`src/hw/rtl/ring_symmetry_class_enumerator_unit_macros.svh`:
```
// ----------------------------------------------------------------------------
// Assertion macros for the ring symmetry class enumerator
// Shared property shorthands; clk and rst_n must be in scope.
// ----------------------------------------------------------------------------
`ifndef RING_SYMMETRY_CLASS_ENUMERATOR_UNIT_MACROS_SVH
`define RING_SYMMETRY_CLASS_ENUMERATOR_UNIT_MACROS_SVH

// Same-cycle implication
`define RSCE_ASSERT_IMP(lbl, ante, cons, msg) \
  lbl: assert property (@(posedge clk) disable iff (!rst_n) (ante) |-> (cons)) \
    else $error(msg);

// Next-cycle implication
`define RSCE_ASSERT_NXT(lbl, ante, cons, msg) \
  lbl: assert property (@(posedge clk) disable iff (!rst_n) (ante) |=> (cons)) \
    else $error(msg);

`endif

```
`src/hw/rtl/rsce_pkg.sv`:
```
// ----------------------------------------------------------------------------
// rsce_pkg
// Types, codes and default sizes of the ring symmetry class enumerator.
// ----------------------------------------------------------------------------
`default_nettype none
package rsce_pkg;

  // Default sizes
  localparam int unsigned STATE_BITS_DEF     = 16;
  localparam int unsigned MASK_WORD_BITS_DEF = 32;

  // Field widths
  localparam int unsigned OP_W    = 2;
  localparam int unsigned MADDR_W = 11;
  localparam int unsigned MWORD_W = 32;
  localparam int unsigned STAT_W  = 3;
  localparam int unsigned REP_W   = 16;
  localparam int unsigned RC_W    = 4;
  localparam int unsigned CI_W    = 16;
  localparam int unsigned SITES_W = 5;
  localparam int unsigned SYMB_W  = 3;
  localparam int unsigned LEN_W   = 8;
  localparam int unsigned CNT_W   = 17;

  // Configuration port
  localparam int unsigned CFG_IDX_W  = 1;
  localparam int unsigned CFG_DATA_W = 5;
  localparam logic [CFG_IDX_W-1:0] CFG_RING_SITES  = 1'd0;
  localparam logic [CFG_IDX_W-1:0] CFG_SYMBOL_BITS = 1'd1;

  // Operations; the last code is accepted and ignored
  localparam logic [OP_W-1:0] OP_LOAD    = 2'd0;
  localparam logic [OP_W-1:0] OP_PROCESS = 2'd1;
  localparam logic [OP_W-1:0] OP_RESTART = 2'd2;
  localparam logic [OP_W-1:0] OP_NONE    = 2'd3;

  // Status codes
  localparam logic [STAT_W-1:0] ST_OK       = 3'd0;
  localparam logic [STAT_W-1:0] ST_ROT_BAD  = 3'd1;
  localparam logic [STAT_W-1:0] ST_REF_BAD  = 3'd2;
  localparam logic [STAT_W-1:0] ST_MROT_BAD = 3'd3;
  localparam logic [STAT_W-1:0] ST_SIZE     = 3'd4;

  // Functions of the shared permutation unit
  typedef enum logic {
    PF_ROT,
    PF_STEP
  } perm_fn_t;

endpackage
`default_nettype wire

```
`src/hw/rtl/rsce_perm_unit.sv`:
```
// ----------------------------------------------------------------------------
// rsce_perm_unit
// Shared symbol shifter: one-symbol ring rotation or one reflection step.
// ----------------------------------------------------------------------------
`default_nettype none
module rsce_perm_unit #(
  parameter int unsigned STATE_BITS = rsce_pkg::STATE_BITS_DEF
) (
  input  wire rsce_pkg::perm_fn_t            fn,
  input  wire logic [STATE_BITS-1:0]        a,
  input  wire logic [STATE_BITS-1:0]        b,
  input  wire logic [rsce_pkg::LEN_W-1:0]   len,
  input  wire logic [rsce_pkg::SYMB_W-1:0]  sb,
  output logic      [STATE_BITS-1:0]        y,
  output logic      [STATE_BITS-1:0]        z
);
  import rsce_pkg::*;

  logic [STATE_BITS:0]   len_one;
  logic [STATE_BITS-1:0] len_mask;
  logic [STATE_BITS-1:0] sym_mask;
  logic [LEN_W-1:0]      back_sh;

  assign len_one  = (STATE_BITS+1)'(1) << len;
  assign len_mask = len_one[STATE_BITS-1:0] - STATE_BITS'(1);
  assign sym_mask = ~({STATE_BITS{1'b1}} << sb);
  assign back_sh  = len - LEN_W'(sb);

  // Rotate by one symbol, or move the low symbol of a onto the accumulator b
  always_comb begin
    case (fn)
      PF_ROT: begin
        y = ((a << sb) | (a >> back_sh)) & len_mask;
        z = '0;
      end
      PF_STEP: begin
        y = (b << sb) | (a & sym_mask);
        z = a >> sb;
      end
      default: begin
        y = '0;
        z = '0;
      end
    endcase
  end
endmodule
`default_nettype wire

```
`config.mk`:
```
export PLATFORM = sky130hd
export DESIGN_NAME = rsce_perm_unit
export DESIGN_NICKNAME = d
export VERILOG_FILES = /design/src/hw/rtl/ring_symmetry_class_enumerator_unit_macros.svh /design/src/hw/rtl/rsce_pkg.sv /design/src/hw/rtl/rsce_perm_unit.sv
export SDC_FILE = /design/constraint.sdc
export NUM_CORES = 1
export LEC_CHECK = 0
export BUFFER_PORTS_ARGS = -buffer_cell sky130_fd_sc_hd__buf_4
export CORE_ASPECT_RATIO = 0.5
export CORE_UTILIZATION = 47
export DETAILED_ROUTE_END_ITERATION = 8
export GPL_TIMING_DRIVEN = 0
export PLACE_DENSITY_LB_ADDON = 0.1
export RECOVER_POWER = 50
export SLEW_MARGIN = 20
export SYNTH_ARGS = -nofsm -noshare
export SYNTH_HDL_FRONTEND = slang
export SYNTH_SLANG_ARGS = --single-unit
export TNS_END_PERCENT = 5
```
`constraint.sdc`:
```
create_clock -name vclk -period 6.7
set_input_delay 0.67 -clock vclk [all_inputs]
set_output_delay 0.67 -clock vclk [all_outputs]
set_load 0.01 [all_outputs]
```
After elaboration in Yosys (flattened, before gate mapping):

Cells that the tools add are included.

* add/subtract/negate cells: 2
* shift operators: 6
* mux-type cells: 2
* bitwise gates (word level): 6

Operators by type and width (number)
* 16-bit case mux with 2 select lines: 2
* 16-bit bitwise AND: 2
* 16-bit OR: 2
* 16-bit by 3-bit left shift with 16-bit output: 2
* 16-bit inverter: 1
* 1-bit by 8-bit left shift with 16-bit output (first input constant): 1
* 16-bit by 3-bit left shift with 16-bit output (first input constant): 1
* 16-bit by 3-bit right shift with 16-bit output: 1
* 16-bit by 8-bit right shift with 16-bit output: 1
* 16-bit by 1-bit subtractor with 16-bit output (second input constant): 1
* 8-bit by 3-bit subtractor with 8-bit output: 1
* 1-bit inverter: 1

* register bits after elaboration: 0
* bits of input ports: 44
* output and inout bits: 32
* logic and storage cells: 16

Logic depth before layout (Yosys ltp):

Gate-level depths: netlist of run 1.

* word-level depth: 5
* mapped depth: 11
* depth with buffers taken out: 10

Worst setup path before layout of run 1:

No wires, ideal clock.

* path kind: input to output
* start point: in sb[1] (netlist bit)
* end point: out y[13]
* data arrival time: 3.466 ns
* data required time: 6.030 ns
* setup slack: 2.564 ns
* cell stages on the path: 10
* cells stage by stage: clkbuf_1 -> buf_1 -> inv_1 -> ha_1 -> a211o_1 -> o21ai_1 -> or4b_4 -> a211o_1 -> or3_1 -> a221oi_2

* longest elaborated chain between the ends: 5

RTL lines
* start, declared: RTL line rsce_perm_unit.sv:13 `input wire logic [rsce_pkg::SYMB_W-1:0] sb,`
* 8-bit by 3-bit subtractor with 8-bit output / 16-bit by 3-bit left shift with 16-bit output (equally long branches): RTL line rsce_perm_unit.sv:27, rsce_perm_unit.sv:26
* 16-bit by 8-bit right shift with 16-bit output / 16-bit inverter (equally long branches): RTL line rsce_perm_unit.sv:33, rsce_perm_unit.sv:26
* 16-bit OR / 16-bit bitwise AND (equally long branches): RTL line rsce_perm_unit.sv:33, rsce_perm_unit.sv:37
* 16-bit bitwise AND / 16-bit OR (equally long branches): RTL line rsce_perm_unit.sv:33, rsce_perm_unit.sv:37
* 16-bit case mux with 2 select lines *: RTL line rsce_perm_unit.sv:31 `case (fn)`
* end, declared: RTL line rsce_perm_unit.sv:14 `output logic [STATE_BITS-1:0] y,`

Mark *: on every way between the ends. The rest lies on a longest branch, timed or not.

Worst setup path after layout of run 1:

* start point: in sb[1] (netlist bit)
* end point: out y[15]

Same word-level chain as after synthesis.

==> flow_summary.ini, run 1 <==
[floorplanning]
floorplan.die.width_um = 113.1
die_area_um2 = 6505
standard_cell_rows = 19
floorplan.core_area_um2 = 5705
initial_core_util_pct = 50.81
io_pins = 76
die_y_um = 57.54

[flow_run]
number_of_max_cap_violations = 0

[placement]
placed_area_um2 = 3546
placement.io_buffers = 74
dp_cells = 588
detailed_place_hpwl_mm = 9.078
place.gp.congestion = 0.9707

[critical_path]
timing.critical_path.fanout_max = 10
worst-endpoint-arrival_ps = 4380
endpoint_kind = primary output
critPathLaunchType = primary input
required_ps = 6030
critical_path_class = in -> out

[layout]
register_area_um2 = 0
layout.nets = 566
post-route-util_pct = 61.43
final_layout_size_suffix_gt1_share_pct = 19.42
n_clock_buffer = 0
stdcell_area_um2 = 3505
post_layout_nonfiller_instances = 588
n_antenna_cell = 0
area_growth_syn_to_layout_pct = 20.89
flops_and_latches = 0

[synth]
syn_avg_cell_area_um2 = 6.574
netlist.top_cell.by_area = sky130_fd_sc_hd__mux2i_1
synth_top_cells_by_area = sky130_fd_sc_hd__mux2i_1 18%, sky130_fd_sc_hd__mux4_2 9.3%, sky130_fd_sc_hd__nand2_1 8.3%
netlist_area_um2 = 2899
synth_net_count = 490
postSynthCellCount = 441
yosysUniqueCellTypes = 59
ys.warnings.count = 0
seq_area_frac_synth_pct = 0
synth_top_area_share_pct = 17.95

[global_route]
maximum_number_of_pins_on_one_net_before_global_route_repair = 11
antenna_found_initial = 0
via_count_of_the_first_global_routing_pass = 3503
grt_util_all_layers_pct = 35.57
grt_first_pass_wirelength_mm = 18.19
grt_overflow = 0

[worst_hold_path]
min_to = z[15]
whs_path_depth = 4
holdCritPathClass = in -> out
timing.hold.worst.start = a[15]

[timing]
final_count_of_negative_setup_slack_endpoints = 0
layout_worst_path_cycle_share_pct = 75.38
max_freq_mhz = 198.0
max_slew_margin_vs_limit_pct = 49.32
rsz0062_at_grt = false
final-hold-violation-count = 0
tns_ps = 0
final-max-slew-violation-count = 0
min_period_ps = 5050
tightestPinTransition_ps = 753.3

[power]
power-per-cell-area_nw_per_um2 = 98.44
report.power.total_mw = 0.3450
cellLeakagePower_nw = 1.534
power.ir.vdd_worst_mv = 0.03638

[status]
run_status = completed

[route]
via_count = 3874
drt_first_pass_iters = 5
antenna_violating_nets_post_route = 0
detail_route.wirelength_mm = 11.57
drc = 0
avgViaCountPerCell = 6.588
routed_wire_length_per_instance_um = 19.67
drt-initial-drc-count = 598

[clocking]
post_cts.resized_instances = 0
cts_hold_buf = 0
cts_setup_buffers = 0
-- report_power, final --
part | total (mW) | switching [mW] | internal [mW]
Combinational | 0.345 | 0.200 | 0.145
Clock | 0 | 0 | 0
Sequential | 0 | 0 | 0
-- worst max-delay path by stage --
stage / start / cells after the start / slack, ps / endpoint
2_1_floorplan: sb[1] / 10 / 2560 / y[13]
3_3_place_gp: sb[1] / 12 / 1710 / y[15]
3_5_place_dp: sb[1] / 13 / 1740 / y[4]
4_1_cts: sb[1] / 13 / 1730 / y[4]
5_1_grt: sb[1] / 12 / 1360 / y[15]
6_report: sb[1] / 12 / 1650 / y[15]
-- cells in the mapped netlist, drive strengths merged, types with 3 or more instances --
cell type,count
inv,7
a221oi,5
and3,5
mux2i,52
a311oi,5
a31oi,5
ha,4
a21o,5
o211ai,10
xnor2,3
nand3,11
a211oi,8
nor3,12
o21bai,3
mux4,12
or3,3
nand2,64
nor2b,6
nor2,63
mux2,15
a21oi,33
o31ai,5
clkbuf,30
buf,12
a211o,4
o21a,3
o21ai,23
-- metrics by stage --
step / worst slack (ps) / hold slack, ps
after CTS: 1732 / 1755
after detailed placement: 1736 / 1752
after global routing: 1364 / 1786
after floorplan: 2564 / 1454
after global placement: 1710 / 1756
final: 1650 / 1766
-- placed cells by master, fill, tap and decap left out, types with 4 or more instances in the layout --
| cell type | n |
|---|---|
| sky130_fd_sc_hd__a211o_1 | 4 |
| sky130_fd_sc_hd__a211oi_1 | 7 |
| sky130_fd_sc_hd__a21o_1 | 5 |
| sky130_fd_sc_hd__a21oi_1 | 33 |
| sky130_fd_sc_hd__a221oi_1 | 4 |
| sky130_fd_sc_hd__a311oi_1 | 5 |
| sky130_fd_sc_hd__a31oi_1 | 5 |
| sky130_fd_sc_hd__and3_1 | 5 |
| sky130_fd_sc_hd__buf_1 | 4 |
| sky130_fd_sc_hd__buf_4 | 63 |
| sky130_fd_sc_hd__clkbuf_1 | 45 |
| sky130_fd_sc_hd__ha_1 | 4 |
| sky130_fd_sc_hd__inv_1 | 6 |
| sky130_fd_sc_hd__mux2_2 | 14 |
| sky130_fd_sc_hd__mux2i_1 | 52 |
| sky130_fd_sc_hd__mux4_2 | 12 |
| sky130_fd_sc_hd__nand2_1 | 64 |
| sky130_fd_sc_hd__nand3_1 | 11 |
| sky130_fd_sc_hd__nor2_1 | 63 |
| sky130_fd_sc_hd__nor2b_1 | 6 |
| sky130_fd_sc_hd__nor3_1 | 12 |
| sky130_fd_sc_hd__o211ai_1 | 10 |
| sky130_fd_sc_hd__o21ai_0 | 20 |
| sky130_fd_sc_hd__o31ai_1 | 5 |
-- layout make-up --
cell class | instances | area [um2]
multi-input combinational | 392 | 2704
fill | 574 | 2201
timing repair buffer | 74 | 514.2
buffer | 42 | 168.9
tap | 73 | 91.34
inverter | 7 | 26.28
-- critical path, cell delays in order --
cell                       delay, ps
sky130_fd_sc_hd__buf_4            90
sky130_fd_sc_hd__clkbuf_1        250
sky130_fd_sc_hd__clkbuf_1        600
sky130_fd_sc_hd__inv_1           340
sky130_fd_sc_hd__ha_1            350
sky130_fd_sc_hd__and3b_1         210
sky130_fd_sc_hd__a211o_1         310
sky130_fd_sc_hd__xor2_1          470
sky130_fd_sc_hd__clkbuf_1        380
sky130_fd_sc_hd__a41oi_1         210
sky130_fd_sc_hd__o31ai_1         320
sky130_fd_sc_hd__buf_4           190
-- metal layers --
layer / GRT usage, % / vias to the layer above / share of wire (%)
met4: 2.256 / 0 / 0.67
met1: 54.06 / 1785 / 44
met3: 9.245 / 14 / 16
met5: 0 / - / 0
met2: 51.88 / 286 / 40
li1: - / 1789 / -
-- kinds of logic after synthesis --
group | after synthesis | synth area share (%)
AO/OA/AOI/OAI | 127 | 29.78
AND/OR/NAND/NOR | 176 | 26.46
adder cells (fa/ha/maj) | 5 | 2.417
multiplexers | 79 | 33.10
buffers and inverters | 49 | 6.733
XOR/XNOR | 5 | 1.511
Note: power is estimated with default switching activity, not from simulation.
==> inputs of run 2 (changes only) <==
- clock period: 6.7 -> 4.2 ns (I/O delays scaled with it)
==> flow_summary.ini, run 2 (synthesis results as in run 1) <==
[route]
antenna_violating_nets_post_route = 0
detail_route.wirelength_mm = 11.61
avgViaCountPerCell = 6.532
routed_wire_length_per_instance_um = 19.77
drt-initial-drc-count = 618
wl_met1_mm = 5.231
drt_first_pass_iters = 8
met2WireLength_mm = 4.650
drc = 0
route.top_layer_used = met4
routed-wl-met3_mm = 1.671
via_count = 3834

[power]
comb_power_share_pct = 100.0
pwr-share-clk_pct = 0
net-switching-power_mw = 0.3204
power.ir.vdd_worst_mv = 0.05858
power_switching_share_pct = 57.99
cellLeakagePower_nw = 1.543
power.sequential.fraction_pct = 0
power-per-cell-area_nw_per_um2 = 157.2
power.internal_mw = 0.2321

[floorplanning]
die_y_um = 57.54
floorplan.die.width_um = 113.1
floorplan.core_area_um2 = 5705
io_pins = 76
initial_core_util_pct = 50.81
standard_cell_rows = 19
die_area_um2 = 6505

[timing]
min_period_ps = 4052
final_count_of_negative_setup_slack_endpoints = 0
final-hold-violation-count = 0
final-max-slew-violation-count = 0
layout_worst_path_cycle_share_pct = 96.48
tightestPinTransition_ps = 780.6
max_freq_mhz = 246.8
max_slew_margin_vs_limit_pct = 47.96
rsz0062_at_grt = false

[clocking]
cts_hold_buf = 0

[layout]
mostFrequentLayoutCell = sky130_fd_sc_hd__buf_4
register_area_um2 = 0
layout.nets = 565
stdcell_area_um2 = 3516
flops_and_latches = 0
n_antenna_cell = 0
final_layout_size_suffix_gt1_share_pct = 19.84
layout_common_cells = 65 x sky130_fd_sc_hd__buf_4, 64 x sky130_fd_sc_hd__nand2_1, 63 x sky130_fd_sc_hd__nor2_1, 52 x sky130_fd_sc_hd__mux2i_1, 43 x sky130_fd_sc_hd__clkbuf_1
area_growth_syn_to_layout_pct = 21.28
post_layout_nonfiller_instances = 587
n_clock_buffer = 0

[placement]
detailed_place_hpwl_mm = 9.078
placed_area_um2 = 3546
dp_cells = 588
place.gp.congestion = 0.9707
placement.io_buffers = 74

[flow_run]
number_of_max_cap_violations = 0

[global_route]
grt_overflow = 0
grt_util_all_layers_pct = 35.57
via_count_of_the_first_global_routing_pass = 3503
maximum_number_of_pins_on_one_net_before_global_route_repair = 11
antenna_found_initial = 0
grt_first_pass_wirelength_mm = 18.19

[worst_hold_path]
whs_path_depth = 4
min_to = z[15]
holdCritPathClass = in -> out
timing.hold.worst.start = a[15]

[critical_path]
critical_path_class = in -> out
timing.critical_path.fanout_max = 10
critPathLaunchType = primary input
worst-endpoint-arrival_ps = 3630
endpoint_kind = primary output
required_ps = 3780

[status]
run_status = completed
[run 2: cell count changes in the layout (fill, tap and decap cells not counted)]
cell | before | now
sky130_fd_sc_hd__inv_2 | 1 | 0
sky130_fd_sc_hd__buf_4 | 63 | 65
sky130_fd_sc_hd__buf_1 | 4 | 3
sky130_fd_sc_hd__inv_1 | 6 | 7
sky130_fd_sc_hd__xor2_2 | 0 | 1
sky130_fd_sc_hd__xor2_1 | 2 | 1
sky130_fd_sc_hd__clkbuf_1 | 45 | 43
[run 2: critical path, cell delays in order]
cell                       delay, ps
sky130_fd_sc_hd__buf_4            90
sky130_fd_sc_hd__clkbuf_1        270
sky130_fd_sc_hd__buf_4           290
sky130_fd_sc_hd__inv_1           180
sky130_fd_sc_hd__ha_1            250
sky130_fd_sc_hd__a211o_1         310
sky130_fd_sc_hd__o21ai_1         110
sky130_fd_sc_hd__or4b_4          470
sky130_fd_sc_hd__a211oi_2        340
sky130_fd_sc_hd__buf_2           270
sky130_fd_sc_hd__o211ai_1        140
sky130_fd_sc_hd__a221oi_1        310
sky130_fd_sc_hd__buf_4           180
[run 2: cell type report]
type                            count  area [um2]
Multi-Input combinational cell    392        2711
Timing Repair Buffer               74       518.0
Tap cell                           73       91.34
Inverter                            7       26.28
Fill cell                         572        2190
Buffer                             41       168.9
[run 2: worst max path at each step]
stage,start,end,slack (ps),cells past startpoint
final,sb[1],y[4],150,13
after global placement,sb[1],y[15],-290,12
after floorplan,sb[1],y[13],560,10
after detailed placement,sb[1],y[4],-260,13
after global routing,len[1],y[3],20,11
after CTS,sb[1],y[4],100,13
[run 2: repair_timing]
action,CTS,global route
setup endpoints to repair,16,13
gates resized for setup,1,3
buffers inserted,0,0
endpoints found under the hold margin,0,0
[run 2: per-layer routing]
layer | GRT usage (%) | vias up
li1 | - | 1787
met1 | 54.06 | 1780
met2 | 51.88 | 245
met3 | 9.245 | 22
met4 | 2.256 | 0
met5 | 0 | -
[run 2: power groups by stage]
stage | Sequential (mW) | Combinational, mW | Clock, mW
final | 0 | 0.553 | 0
after global routing | 0 | 0.596 | 0
after CTS | 0 | 0.542 | 0
after detailed placement | 0 | 0.538 | 0
after global placement | 0 | 0.539 | 0
after floorplan | 0 | 0.355 | 0
[run 2: metrics by stage]
stage | worst slack, ps | hold slack [ps] | total power, mW | setup TNS, ps | utilization (%)
4_1_cts | 103.6 | 1255 | 0.5415 | 0 | 62.17
3_3_place_gp | -290.5 | 1256 | 0.5390 | -2508 | 62.15
2_1_floorplan | 564.3 | 953.6 | 0.3547 | 0 | -
6_report | 147.7 | 1268 | 0.5526 | 0 | 61.62
3_5_place_dp | -263.8 | 1252 | 0.5380 | -2365 | 62.15
5_1_grt | 17.62 | 1286 | 0.5959 | 0 | 61.62
